<file path="src/hdl/sacc_pkg.sv">
// ----------------------------------------------------------------------------
// sacc_pkg
// Shared types and constants of the servo arm command controller.
// ----------------------------------------------------------------------------
`default_nettype none

package sacc_pkg;

   localparam int unsigned SERVOS = 4;

   typedef struct packed {
      logic [2:0] command;
      logic [7:0] byte_value;
      logic [1:0] channel;
   } req_type;

   typedef struct packed {
      logic [7:0] base_position;
      logic [7:0] gripper_position;
      logic [7:0] elbow_position;
      logic [7:0] arm_position;
      logic [1:0] mode_now;
      logic       enabled_now;
      logic       playing_now;
      logic [2:0] selected_now;
   } rsp_type;

   typedef logic [SERVOS-1:0][7:0] pos_array_type;

   // event codes
   localparam logic [2:0] CMD_MODE   = 3'd0;
   localparam logic [2:0] CMD_ENABLE = 3'd1;
   localparam logic [2:0] CMD_BTN_A  = 3'd2;
   localparam logic [2:0] CMD_BTN_B  = 3'd3;
   localparam logic [2:0] CMD_BTN_C  = 3'd4;
   localparam logic [2:0] CMD_SERIAL = 3'd5;
   localparam logic [2:0] CMD_SAMPLE = 3'd6;

   // operating modes
   localparam logic [1:0] MODE_AUTO   = 2'd0;
   localparam logic [1:0] MODE_MANUAL = 2'd1;
   localparam logic [1:0] MODE_SERIAL = 2'd2;
   localparam logic [1:0] MODE_REMOTE = 2'd3;

   // serial byte codes
   localparam logic [7:0] SER_LOW_PRESET  = 8'd0;
   localparam logic [7:0] SER_HIGH_PRESET = 8'd5;
   localparam logic [7:0] SER_SEL_FIRST   = 8'd1;
   localparam logic [7:0] SER_SEL_LAST    = 8'd4;
   localparam logic [7:0] SER_PLAY_STOP   = 8'd0;
   localparam logic [7:0] SER_PLAY_START  = 8'd255;

   localparam logic [2:0] SEL_NONE = 3'd0;
   localparam logic [2:0] SEL_MAX  = 3'd4;

   // element order: arm, elbow, gripper, base
   localparam pos_array_type PRESET_LOW   = {8'd25, 8'd20, 8'd20, 8'd25};
   localparam pos_array_type PRESET_HIGH  = {8'd60, 8'd80, 8'd42, 8'd60};
   localparam pos_array_type RANGE_LO_INIT = {8'd25, 8'd20, 8'd30, 8'd30};
   localparam pos_array_type RANGE_HI_INIT = {8'd60, 8'd80, 8'd43, 8'd60};

   localparam logic [7:0] TOGGLE_A_ON  = 8'd60;
   localparam logic [7:0] TOGGLE_A_OFF = 8'd25;
   localparam logic [7:0] GRIP_B_ON    = 8'd42;
   localparam logic [7:0] ELBOW_B_ON   = 8'd80;
   localparam logic [7:0] TOGGLE_B_OFF = 8'd20;
   localparam logic [7:0] SERIAL_ENTRY = 8'd20;

endpackage

`default_nettype wire

</file>
<file path="src/hdl/sacc_scale.sv">
// ----------------------------------------------------------------------------
// sacc_scale
// Maps a byte into a servo range: low + (byte * span) / 255, truncated.
// ----------------------------------------------------------------------------
`default_nettype none

module sacc_scale (
   input  wire logic [7:0] lo,
   input  wire logic [7:0] hi,
   input  wire logic [7:0] value,
   output logic      [7:0] scaled
);

   logic [7:0]  span;
   logic [15:0] prod;
   logic [15:0] adj;

   always_comb begin
      span = (hi >= lo) ? (hi - lo) : 8'd0;
      prod = {8'd0, value} * {8'd0, span};
      // exact divide by 255 for products up to 255*255
      adj = prod + {8'd0, prod[15:8]} + 16'd1;
      scaled = lo + adj[15:8];
   end

endmodule

`default_nettype wire

</file>
<file path="src/hdl/sacc_core.sv">
// ----------------------------------------------------------------------------
// sacc_core
// Mode, enable and position state with the per-event update logic.
// ----------------------------------------------------------------------------
`default_nettype none

module sacc_core (
   input  wire logic                   clock,
   input  wire logic                   reset,
   input  wire logic                   fire,
   input  wire sacc_pkg::req_type      item,
   input  wire sacc_pkg::pos_array_type range_lo,
   input  wire sacc_pkg::pos_array_type range_hi,
   output sacc_pkg::rsp_type           result
);

   logic [1:0] mode_ff, mode_in;
   logic       enable_ff, enable_in;
   logic       playing_ff, playing_in;
   logic [2:0] selected_ff, selected_in;
   logic       toggle_a_ff, toggle_a_in;
   logic       toggle_b_ff, toggle_b_in;
   sacc_pkg::pos_array_type pos_ff, pos_in;
   sacc_pkg::pos_array_type saved_ff, saved_in;
   sacc_pkg::pos_array_type pot_ff, pot_in;

   sacc_pkg::pos_array_type lane_in;
   sacc_pkg::pos_array_type lane_out;

   logic       entry_cmd;
   logic       remote;
   logic       sel_valid;
   logic [1:0] sel_idx;
   logic       is_select;

   // lanes rescale the stored samples on mode entry, else the event byte
   assign entry_cmd = (item.command == sacc_pkg::CMD_MODE) ||
                      (item.command == sacc_pkg::CMD_ENABLE);

   for (genvar i = 0; i < sacc_pkg::SERVOS; i++) begin : g_lane
      assign lane_in[i] = entry_cmd ? pot_ff[i] : item.byte_value;
      sacc_scale u_scale (
         .lo     (range_lo[i]),
         .hi     (range_hi[i]),
         .value  (lane_in[i]),
         .scaled (lane_out[i])
      );
   end

   always_comb begin
      mode_in     = mode_ff;
      enable_in   = enable_ff;
      playing_in  = playing_ff;
      selected_in = selected_ff;
      toggle_a_in = toggle_a_ff;
      toggle_b_in = toggle_b_ff;
      pos_in      = pos_ff;
      saved_in    = saved_ff;
      pot_in      = pot_ff;

      remote    = (mode_ff == sacc_pkg::MODE_REMOTE);
      sel_valid = (selected_ff != sacc_pkg::SEL_NONE) && (selected_ff <= sacc_pkg::SEL_MAX);
      sel_idx   = 2'(selected_ff - 3'd1);
      is_select = (item.byte_value >= sacc_pkg::SER_SEL_FIRST) &&
                  (item.byte_value <= sacc_pkg::SER_SEL_LAST);

      case (item.command)
         sacc_pkg::CMD_MODE: begin
            mode_in = mode_ff + 2'd1;
         end
         sacc_pkg::CMD_ENABLE: begin
            enable_in = !enable_ff;
            if (enable_ff) begin
               playing_in = 1'b0;
            end
         end
         sacc_pkg::CMD_BTN_A: begin
            if (enable_ff && mode_ff == sacc_pkg::MODE_AUTO) begin
               toggle_a_in = !toggle_a_ff;
               pos_in[0] = !toggle_a_ff ? sacc_pkg::TOGGLE_A_ON : sacc_pkg::TOGGLE_A_OFF;
               pos_in[3] = !toggle_a_ff ? sacc_pkg::TOGGLE_A_ON : sacc_pkg::TOGGLE_A_OFF;
            end
         end
         sacc_pkg::CMD_BTN_B: begin
            if (enable_ff && mode_ff == sacc_pkg::MODE_AUTO) begin
               toggle_b_in = !toggle_b_ff;
               pos_in[1] = !toggle_b_ff ? sacc_pkg::GRIP_B_ON : sacc_pkg::TOGGLE_B_OFF;
               pos_in[2] = !toggle_b_ff ? sacc_pkg::ELBOW_B_ON : sacc_pkg::TOGGLE_B_OFF;
            end
         end
         sacc_pkg::CMD_BTN_C: begin
            if (enable_ff && mode_ff == sacc_pkg::MODE_AUTO) begin
               pos_in = saved_ff;
            end else if (enable_ff && mode_ff == sacc_pkg::MODE_MANUAL) begin
               saved_in = pos_ff;
            end
         end
         sacc_pkg::CMD_SERIAL: begin
            if (enable_ff && !playing_ff &&
                (mode_ff == sacc_pkg::MODE_SERIAL || remote)) begin
               if (is_select) begin
                  selected_in = item.byte_value[2:0];
               end else if (remote && item.byte_value == sacc_pkg::SER_PLAY_STOP) begin
                  playing_in = 1'b0;
               end else if (remote && item.byte_value == sacc_pkg::SER_PLAY_START) begin
                  playing_in = 1'b1;
               end else if (sel_valid) begin
                  if (!remote && item.byte_value == sacc_pkg::SER_LOW_PRESET) begin
                     pos_in[sel_idx] = sacc_pkg::PRESET_LOW[sel_idx];
                  end else if (!remote && item.byte_value == sacc_pkg::SER_HIGH_PRESET) begin
                     pos_in[sel_idx] = sacc_pkg::PRESET_HIGH[sel_idx];
                  end else begin
                     pos_in[sel_idx] = lane_out[sel_idx];
                  end
               end
            end
         end
         sacc_pkg::CMD_SAMPLE: begin
            if (enable_ff && mode_ff == sacc_pkg::MODE_MANUAL) begin
               pot_in[item.channel] = item.byte_value;
               pos_in[item.channel] = lane_out[item.channel];
            end
         end
         default: begin
         end
      endcase

      // mode entry action, only reachable from mode and enable events
      if (enable_in && (!enable_ff || mode_in != mode_ff)) begin
         case (mode_in)
            sacc_pkg::MODE_AUTO: begin
               pos_in = saved_ff;
            end
            sacc_pkg::MODE_MANUAL: begin
               pos_in = lane_out;
            end
            sacc_pkg::MODE_SERIAL: begin
               pos_in = {sacc_pkg::SERVOS{sacc_pkg::SERIAL_ENTRY}};
            end
            default: begin
            end
         endcase
      end

      result.base_position    = pos_in[0];
      result.gripper_position = pos_in[1];
      result.elbow_position   = pos_in[2];
      result.arm_position     = pos_in[3];
      result.mode_now         = mode_in;
      result.enabled_now      = enable_in;
      result.playing_now      = playing_in;
      result.selected_now     = selected_in;
   end

   always_ff @(posedge clock) begin
      if (reset) begin
         mode_ff     <= sacc_pkg::MODE_AUTO;
         enable_ff   <= 1'b0;
         playing_ff  <= 1'b0;
         selected_ff <= sacc_pkg::SEL_NONE;
         toggle_a_ff <= 1'b0;
         toggle_b_ff <= 1'b0;
         pos_ff      <= '0;
         saved_ff    <= '0;
         pot_ff      <= '0;
      end else if (fire) begin
         mode_ff     <= mode_in;
         enable_ff   <= enable_in;
         playing_ff  <= playing_in;
         selected_ff <= selected_in;
         toggle_a_ff <= toggle_a_in;
         toggle_b_ff <= toggle_b_in;
         pos_ff      <= pos_in;
         saved_ff    <= saved_in;
         pot_ff      <= pot_in;
      end
   end

   a_play_needs_enable: assert property (@(posedge clock) disable iff (reset)
      playing_ff |-> enable_ff)
      else $error("playback active while disabled");

   a_selected_range: assert property (@(posedge clock) disable iff (reset)
      selected_ff <= sacc_pkg::SEL_MAX)
      else $error("selected servo out of range");

   a_disable_stops_play: assert property (@(posedge clock) disable iff (reset)
      fire && item.command == sacc_pkg::CMD_ENABLE && enable_ff |=> !enable_ff && !playing_ff)
      else $error("disable did not stop playback");

   a_mode_only_on_button: assert property (@(posedge clock) disable iff (reset)
      !(fire && item.command == sacc_pkg::CMD_MODE) |=> $stable(mode_ff))
      else $error("mode changed without a mode button event");

endmodule

`default_nettype wire

</file>
<file path="src/hdl/servo_arm_command_controller.sv">
// ----------------------------------------------------------------------------
// servo_arm_command_controller
// Event driven servo arm controller: input register, update logic, result
// register and the range configuration registers.
// ----------------------------------------------------------------------------
// path: an accepted event waits in the input register, runs through the update
//   logic and lands in the result register; a response stall holds both registers
// throughput: one event per cycle while the response side does not stall
// reset: synchronous; clears mode, flags, positions, saved positions and
//   samples, and loads the default servo ranges
`default_nettype none

module servo_arm_command_controller (
   input  wire logic              clock,
   input  wire logic              reset,
   input  wire logic              req_valid,
   output logic                   req_stall,
   input  wire sacc_pkg::req_type req_data,
   output logic                   rsp_valid,
   input  wire logic              rsp_stall,
   output sacc_pkg::rsp_type      rsp_data,
   input  wire logic              csr_psel,
   input  wire logic              csr_penable,
   input  wire logic              csr_pwrite,
   input  wire logic [4:0]        csr_paddr,
   input  wire logic [31:0]       csr_pwdata,
   output logic [31:0]            csr_prdata,
   output logic                   csr_pready
);

   logic                    in_vld_ff, in_vld_in;
   sacc_pkg::req_type       in_data_ff, in_data_in;
   logic                    out_vld_ff, out_vld_in;
   sacc_pkg::rsp_type       out_data_ff, out_data_in;
   sacc_pkg::pos_array_type range_lo_ff, range_lo_in;
   sacc_pkg::pos_array_type range_hi_ff, range_hi_in;

   logic              accept;
   logic              fire;
   logic              csr_write;
   logic [1:0]        csr_servo;
   sacc_pkg::rsp_type core_result;

   assign fire      = in_vld_ff && (!out_vld_ff || !rsp_stall);
   assign req_stall = in_vld_ff && !fire;
   assign accept    = req_valid && !req_stall;

   assign csr_pready = 1'b1;
   assign csr_write  = csr_psel && csr_penable && csr_pwrite && csr_pready;
   assign csr_servo  = csr_paddr[4:3];

   always_comb begin
      in_vld_in   = accept ? 1'b1 : (fire ? 1'b0 : in_vld_ff);
      in_data_in  = accept ? req_data : in_data_ff;
      out_vld_in  = fire ? 1'b1 : ((out_vld_ff && !rsp_stall) ? 1'b0 : out_vld_ff);
      out_data_in = fire ? core_result : out_data_ff;

      range_lo_in = range_lo_ff;
      range_hi_in = range_hi_ff;
      if (csr_write) begin
         if (csr_paddr[2]) begin
            range_hi_in[csr_servo] = csr_pwdata[7:0];
         end else begin
            range_lo_in[csr_servo] = csr_pwdata[7:0];
         end
      end

      csr_prdata = {24'd0, csr_paddr[2] ? range_hi_ff[csr_servo] : range_lo_ff[csr_servo]};
   end

   always_ff @(posedge clock) begin
      if (reset) begin
         in_vld_ff   <= 1'b0;
         out_vld_ff  <= 1'b0;
         range_lo_ff <= sacc_pkg::RANGE_LO_INIT;
         range_hi_ff <= sacc_pkg::RANGE_HI_INIT;
      end else begin
         in_vld_ff   <= in_vld_in;
         out_vld_ff  <= out_vld_in;
         range_lo_ff <= range_lo_in;
         range_hi_ff <= range_hi_in;
      end
   end

   always_ff @(posedge clock) begin
      in_data_ff  <= in_data_in;
      out_data_ff <= out_data_in;
   end

   sacc_core u_core (
      .clock    (clock),
      .reset    (reset),
      .fire     (fire),
      .item     (in_data_ff),
      .range_lo (range_lo_ff),
      .range_hi (range_hi_ff),
      .result   (core_result)
   );

   assign rsp_valid = out_vld_ff;
   assign rsp_data  = out_data_ff;

endmodule

`default_nettype wire
</file>
<file path="config.mk">
export PLATFORM = sky130hd
export DESIGN_NAME = servo_arm_command_controller
export DESIGN_NICKNAME = d
export VERILOG_FILES = /design/src/hdl/sacc_pkg.sv /design/src/hdl/sacc_scale.sv /design/src/hdl/sacc_core.sv /design/src/hdl/servo_arm_command_controller.sv
export SDC_FILE = /design/constraint.sdc
export NUM_CORES = 1
export LEC_CHECK = 0
export BUFFER_PORTS_ARGS = -buffer_cell sky130_fd_sc_hd__buf_4
export CAP_MARGIN = 20
export CORE_UTILIZATION = 27
export DETAILED_ROUTE_END_ITERATION = 8
export GPL_TIMING_DRIVEN = 0
export PLACE_DENSITY_LB_ADDON = 0.3
export SKIP_LAST_GASP = 1
export SLEW_MARGIN = 20
export SYNTH_ARGS = -nofsm -noshare
export SYNTH_HDL_FRONTEND = slang
export SYNTH_SLANG_ARGS = --single-unit
</file>
<file path="constraint.sdc">
create_clock -name clock -period 9.75 [get_ports clock]
set_clock_uncertainty 0.15 [all_clocks]
set_input_delay 0.975 -clock clock [delete_from_list [all_inputs] [get_ports clock]]
set_output_delay 0.975 -clock clock [all_outputs]
set_load 0.05 [all_outputs]
</file>
# Yosys cells after proc, flatten, opt, wreduce, memory -nomap -nowiden
# Cells that the tools add are included.
[totals]
reg_bits = 223
elab_cells = 205
[classes]
muxes = 69
n_addsub = 18
n_reduce_logical = 46
n_eq_ne = 14
n_mul = 4
bitwise = 2
magnitude_cmp = 13
[ops]
columns = ["operator", "n"]
rows = [
  ["32-bit 2-to-1 mux", 10],
  ["32-bit bitwise mux", 7],
  ["8-bit 2-to-1 mux", 20],
  ["8-bit binary-select mux with 2-bit select", 6],
  ["32-bit one-hot mux with 3 select lines", 1],
  ["16-bit by 1-bit adder with 16-bit output (second input constant)", 4],
  ["16-bit by 8-bit adder with 16-bit output", 4],
  ["8-bit by 8-bit multiplier with 16-bit output", 4],
  ["16-bit one-hot mux with 4 select lines", 1],
  ["8-bit one-hot mux with 4 select lines", 2],
  ["8-bit demux with 2-bit select", 3],
  ["8-bit adder", 4],
  ["8-bit >= comparator", 4],
  ["8-bit subtractor", 4],
  ["1-bit logical AND", 20],
  ["16-bit 2-to-1 mux", 1],
  ["6-bit 2-to-1 mux", 2],
  ["1-bit 2-to-1 mux", 10],
  ["3-bit equality test (second input constant)", 3],
  ["1-bit logical NOT", 9],
  ["2-bit by 3-bit less-than comparator with 1-bit output (second input constant)", 3],
  ["3-bit 2-to-1 mux", 3],
  ["3-bit AND reduction", 3],
  ["8-bit by 3-bit equality test with 1-bit output (second input constant)", 1],
  ["24 further kinds", 37],
]

# Longest topological paths before layout
[logic_depth]
ltp_word = 20
ltp_mapped = 50
depth_no_buf = 49

# Hierarchy
# Synthesis repeated with hierarchy kept, for this count alone.
[unflattened]
cells_unflattened = 3012
hier_area_um2 = 26027.5
[by_module_without_submodules]
columns = ["mod", "n_inst", "cells_each", "area_each_um2", "seq_area_each_um2"]
rows = [
  ["sacc_core", 1, 1048, 7967.6, 2102.0],
  ["servo_arm_command_controller", 1, 364, 4892.2, 2882.8],
  ["sacc_scale at u_core.g_lane[2].u_scale", 1, 403, 3347.0, 0.0],
  ["sacc_scale at u_core.g_lane[1].u_scale", 1, 405, 3338.2, 0.0],
  ["sacc_scale at u_core.g_lane[0].u_scale", 1, 401, 3251.9, 0.0],
  ["sacc_scale at u_core.g_lane[3].u_scale", 1, 391, 3230.6, 0.0],
]

# Worst setup path before layout
# No wires, ideal clock.
[synth_path]
path_kind = "register -> register"
start = "register range_hi_ff[16] (netlist name)"
end = "register out_data_ff (netlist bit rsp_data[12]), data pin"
t_required_ps = 9336
arrival_ps = 9800
n_path_buf = 0
path_stages_with_launch = 44
slack_ps = -464
cell_sequence = "dfxtp_1 inv_1 ha_1 fa_1 a21boi_0 o22ai_1 nor2_1 o21ai_1 nand2_1 or2_2 fa_1 fa_1 inv_1 fa_1 inv_1 fa_1 inv_1 ha_1 [... 8 more ...] maj3_1 a311oi_1 a21oi_1 o211a_1 o21a_1 o21ai_0 nor2_1 xor2_1 ha_1 a21oi_1 o21bai_1 a21oi_1 xnor2_1 mux4_2 o211a_1 a221oi_1 o41ai_1 a211o_1"
[synth_rtl]
columns = ["item", "line_no", "source"]
rows = [
  ["start, declared", "servo_arm_command_controller.sv:36", "sacc_pkg::pos_array_type range_hi_ff, range_hi_in;"],
  ["start signal, assigned", "servo_arm_command_controller.sv:76", "range_hi_ff <= sacc_pkg::RANGE_HI_INIT;"],
  ["start signal, assigned", "servo_arm_command_controller.sv:81", "range_hi_ff <= range_hi_in;"],
  ["end signal, assigned", "servo_arm_command_controller.sv:87", "out_data_ff <= out_data_in;"],
  ["end, declared", "servo_arm_command_controller.sv:34", "sacc_pkg::rsp_type out_data_ff, out_data_in;"],
]

==> impl_metrics.json <==
{
  "grt_max_degree": 49,
  "startpoint_type": "flop",
  "slew_headroom": 0.219,
  "cts_made_buffers": 26,
  "seq_area_frac_synth": 0.208,
  "antenna_found_initial": 7,
  "cts_htree_levels": 1,
  "crit_family": "adder cells",
  "status": "finished, violations left",
  "setup_viol_count_final": 58,
  "vias": 22400,
  "postSynthAreaPerCell_um2": 8.26,
  "drtPass1Iterations": 5,
  "cpMostUsedCell": "fa_1",
  "start_util": 0.274,
  "hold_buffers": 0,
  "yosysTopAreaCell": "dfxtp_1",
  "violations": "setup timing",
  "use_met1": 0.263,
  "drt_iter0_markers": 1663,
  "synth_top_area_frac": 0.143,
  "dpl_cell_area_um2": 26200,
  "grt_overflow": 0,
  "cts_max_path_buffers": 3,
  "use_met2": 0.309,
  "placedCellCount": 4152,
  "finalWorstSetupSlack_ns": -0.692,
  "async_reset_ff_frac": 0,
  "synth_seq_cells": 223,
  "min_period_ns": 10.44,
  "worstSetupEndpointType": "flop",
  "synth-edff-count": 52,
  "syn-instance-count": 2904,
  "layoutNonFillerInstCount": 4316,
  "clock_sinks": 223,
  "syn_area_um2": 24000,
  "clkLatencyLatePin_ns": 0.56,
  "power.density_nw_per_um2": 256,
  "dp_hpwl_mm": 67.4,
  "drtAntennaViolNets": 0,
  "drc": 0,
  "fp.dieW_um": 300,
  "cp.buffers_inverters": 5,
  "finalNetCount": 3580,
  "ys_types": 93,
  "drv_cap": 0,
  "place_congestion": 1.02,
  "tritoncts": "yes",
  "critPathSlowestCell": "fa_1",
  "grt_pass1_wl_mm": 133,
  "area_growth_pct": 25.6,
  "cts_root_buffer": "clkbuf_16",
  "ys.warnings.count": 0,
  "die_height_um": 300,
  "grtUsageMet3": 0.0209,
  "rrSetupSlack_ns": -0.69,
  "fin_area_um2": 30100,
  "worst_pin_slew_ns": 1.17,
  "grt_pass1_vias": 22000,
  "portBuffers": 70,
  "vias_per_cell": 5.18,
  "drive_above_1_share": 0.223,
  "routed_wl_mm": 86.8,
  "fmax_mhz": 95.8,
  "crit_required_ns": 10.00,
  "slew_violations": 0,
  "crit_arrival_ns": 10.70,
  "synth_area_leaders": "dfxtp_1 14%, fa_1 13%, ha_1 12%",
  "grt_busiest_layer": "met2",
  "die_area_um2": 90000,
  "finalHoldViolCount": 0,
  "place_ws_ns": -1.95,
  "routedWlPerCell_um": 20.1,
  "clk_pin_slew_worst_paths_ns": 0.06,
  "hold_class": "reg2reg",
  "grt_use_total": 0.190,
  "period_share": 1.07,
  "crit_type": "reg2reg",
  "synthFlopType": "dfxtp_1",
  "fin_util": 0.345,
  "io_pins": 131,
  "rows": 108,
  "p_leak_nw": 12.7,
  "max_stage_delay_ns": 0.56,
  "crit_path_max_fanout": 4,
  "worst_ir_drop_vdd_v": 0.000232,
  "core_area_um2": 87400,
  "rsz0062_at_grt": "true"
}
-- where the power goes --
group	internal (W)	total [W]	switching, W
registers	0.000974	0.000999	0.0000246
logic	0.00246	0.00568	0.00321
clock network	0.000623	0.00104	0.000421
total	0.00406	0.00772	0.00366
-- synth_stat cells, types with 8 or more instances --
cell	instances
a211o_1	31
a211oi_1	35
a21boi_0	8
a21o_1	52
a21oi_1	239
a221o_1	12
a221oi_1	15
a31oi_1	17
and2_1	14
and3_1	12
buf_1	17
buf_4	25
clkbuf_1	88
dfxtp_1	171
edfxtp_1	52
fa_1	152
ha_1	232
inv_1	287
mux2_2	14
mux2i_1	73
mux4_2	29
nand2_1	261
nand2b_1	26
nand3_1	29
nand4_1	14
nor2_1	447
nor2b_1	35
nor3_1	42
o211ai_1	16
o21a_1	22
o21ai_0	79
o21ai_1	11
o21bai_1	15
o22ai_1	11
or2_2	45
or3_1	13
xnor2_1	82
xor2_1	45
-- path summary, 6_finish.rpt --
kind / startpoint / endpoint / depth (start not counted)
setup / recovery: range_hi_ff[16] / u_core.pos_ff[13] / 46
hold / removal: u_core.pot_ff[7] / u_core.pot_ff[7] / 2
setup reg to reg: range_hi_ff[16] / u_core.pos_ff[13] / 46
hold reg to reg: u_core.pot_ff[7] / u_core.pot_ff[7] / 2
-- state kept, by name, indices dropped and copies added, names as in the netlist --
register,flops
in_data_ff,13
in_vld_ff,1
range_hi_ff,32
range_lo_ff,32
rsp_data,39
rsp_valid,1
u_core.enable_ff,1
u_core.mode_ff,2
u_core.playing_ff,1
u_core.pos_ff,32
u_core.pot_ff,32
u_core.saved_ff,32
u_core.selected_ff,3
u_core.toggle_a_ff,1
u_core.toggle_b_ff,1
-- cell usage in the layout (no fill, tap or decap), drive strengths merged, types with 11 or more instances in the layout --
master / synthesis / layout
clkbuf: 91 / 120
dfxtp: 171 / 171
nand2b: 26 / 26
nor2: 448 / 448
a211oi: 37 / 37
or3: 13 / 13
and3: 12 / 12
o21bai: 15 / 15
a31oi: 18 / 18
nand4: 14 / 14
mux2i: 74 / 74
xnor2: 84 / 84
conb: 2 / 25
nand3: 29 / 29
or2: 45 / 45
o21ai: 90 / 90
xor2: 46 / 46
and2: 14 / 14
ha: 232 / 232
buf: 46 / 234
a21o: 52 / 52
a221oi: 16 / 16
nor2b: 35 / 35
a211o: 31 / 31
o211ai: 16 / 16
a221o: 12 / 12
a21oi: 240 / 240
o22ai: 11 / 11
nor3: 43 / 43
inv: 287 / 289
mux2: 14 / 14
o21a: 22 / 22
nand2: 261 / 261
edfxtp: 52 / 52
mux4: 29 / 29
fa: 152 / 152
-- per-stage QoR --
step | TNS, ns | hold WS, ns | power, W
2_1_floorplan | -0.0153 | 0.287 | 0.00361
3_3_place_gp | -90.00 | 0.296 | 0.00488
3_5_place_dp | -86.37 | 0.303 | 0.00487
4_1_cts | -16.44 | 0.311 | 0.00715
5_1_grt | -45.06 | 0.326 | 0.00810
6_report | -22.43 | 0.316 | 0.00772
-- repair_timing --
action                                  CTS  global route
endpoints found under the setup margin   64            64
setup buffers                            88            32
pin swaps                               153           126
gates resized for setup                 306           134
-- cells by family (layout without fill, tap and decap cells) --
group                    Yosys count  count (layout)  share of synthesized area
AO/OA/AOI/OAI                    650             650                      0.180
XOR/XNOR                         132             132                     0.0503
adder cells (fa/ha/maj)          386             386                      0.249
buffers and inverters            426             658                     0.0709
flip-flops                       223             223                      0.208
multiplexers                     117             117                     0.0648
other                              2              27                   0.000313
AND/OR/NAND/NOR                  968             968                      0.177
-- routing by layer --
metal  vias to the layer above  routed length (um)
li1                      10400                   -
met1                     11000               38800
met2                       806               39600
met3                       148                5660
met4                        10                2710
met5                         -                  55
-- area by class of cell --
cell class / instances / area (um^2)
Antenna cell: 2 / 5.00
Multi-Input combinational cell: 2278 / 19600
Clock inverter: 15 / 196
Inverter: 289 / 1090
Timing Repair Buffer: 188 / 1500
Clock buffer: 33 / 708
Fill cell: 9083 / 57300
Tap cell: 1155 / 1450
Sequential cell: 223 / 5010
Buffer: 133 / 612
-- worst reg2reg max path, delay by kind of cell, from the launching register on --
kind,cells,cell delay (ns)
buf+inv,5,0.42
fa+ha+maj,10,3.77
mux,2,0.82
simple gates,7,0.76
compound gates,19,3.61
xor+xnor,3,0.43
flops,1,0.35
Note: power is estimated with default switching activity, not from simulation.
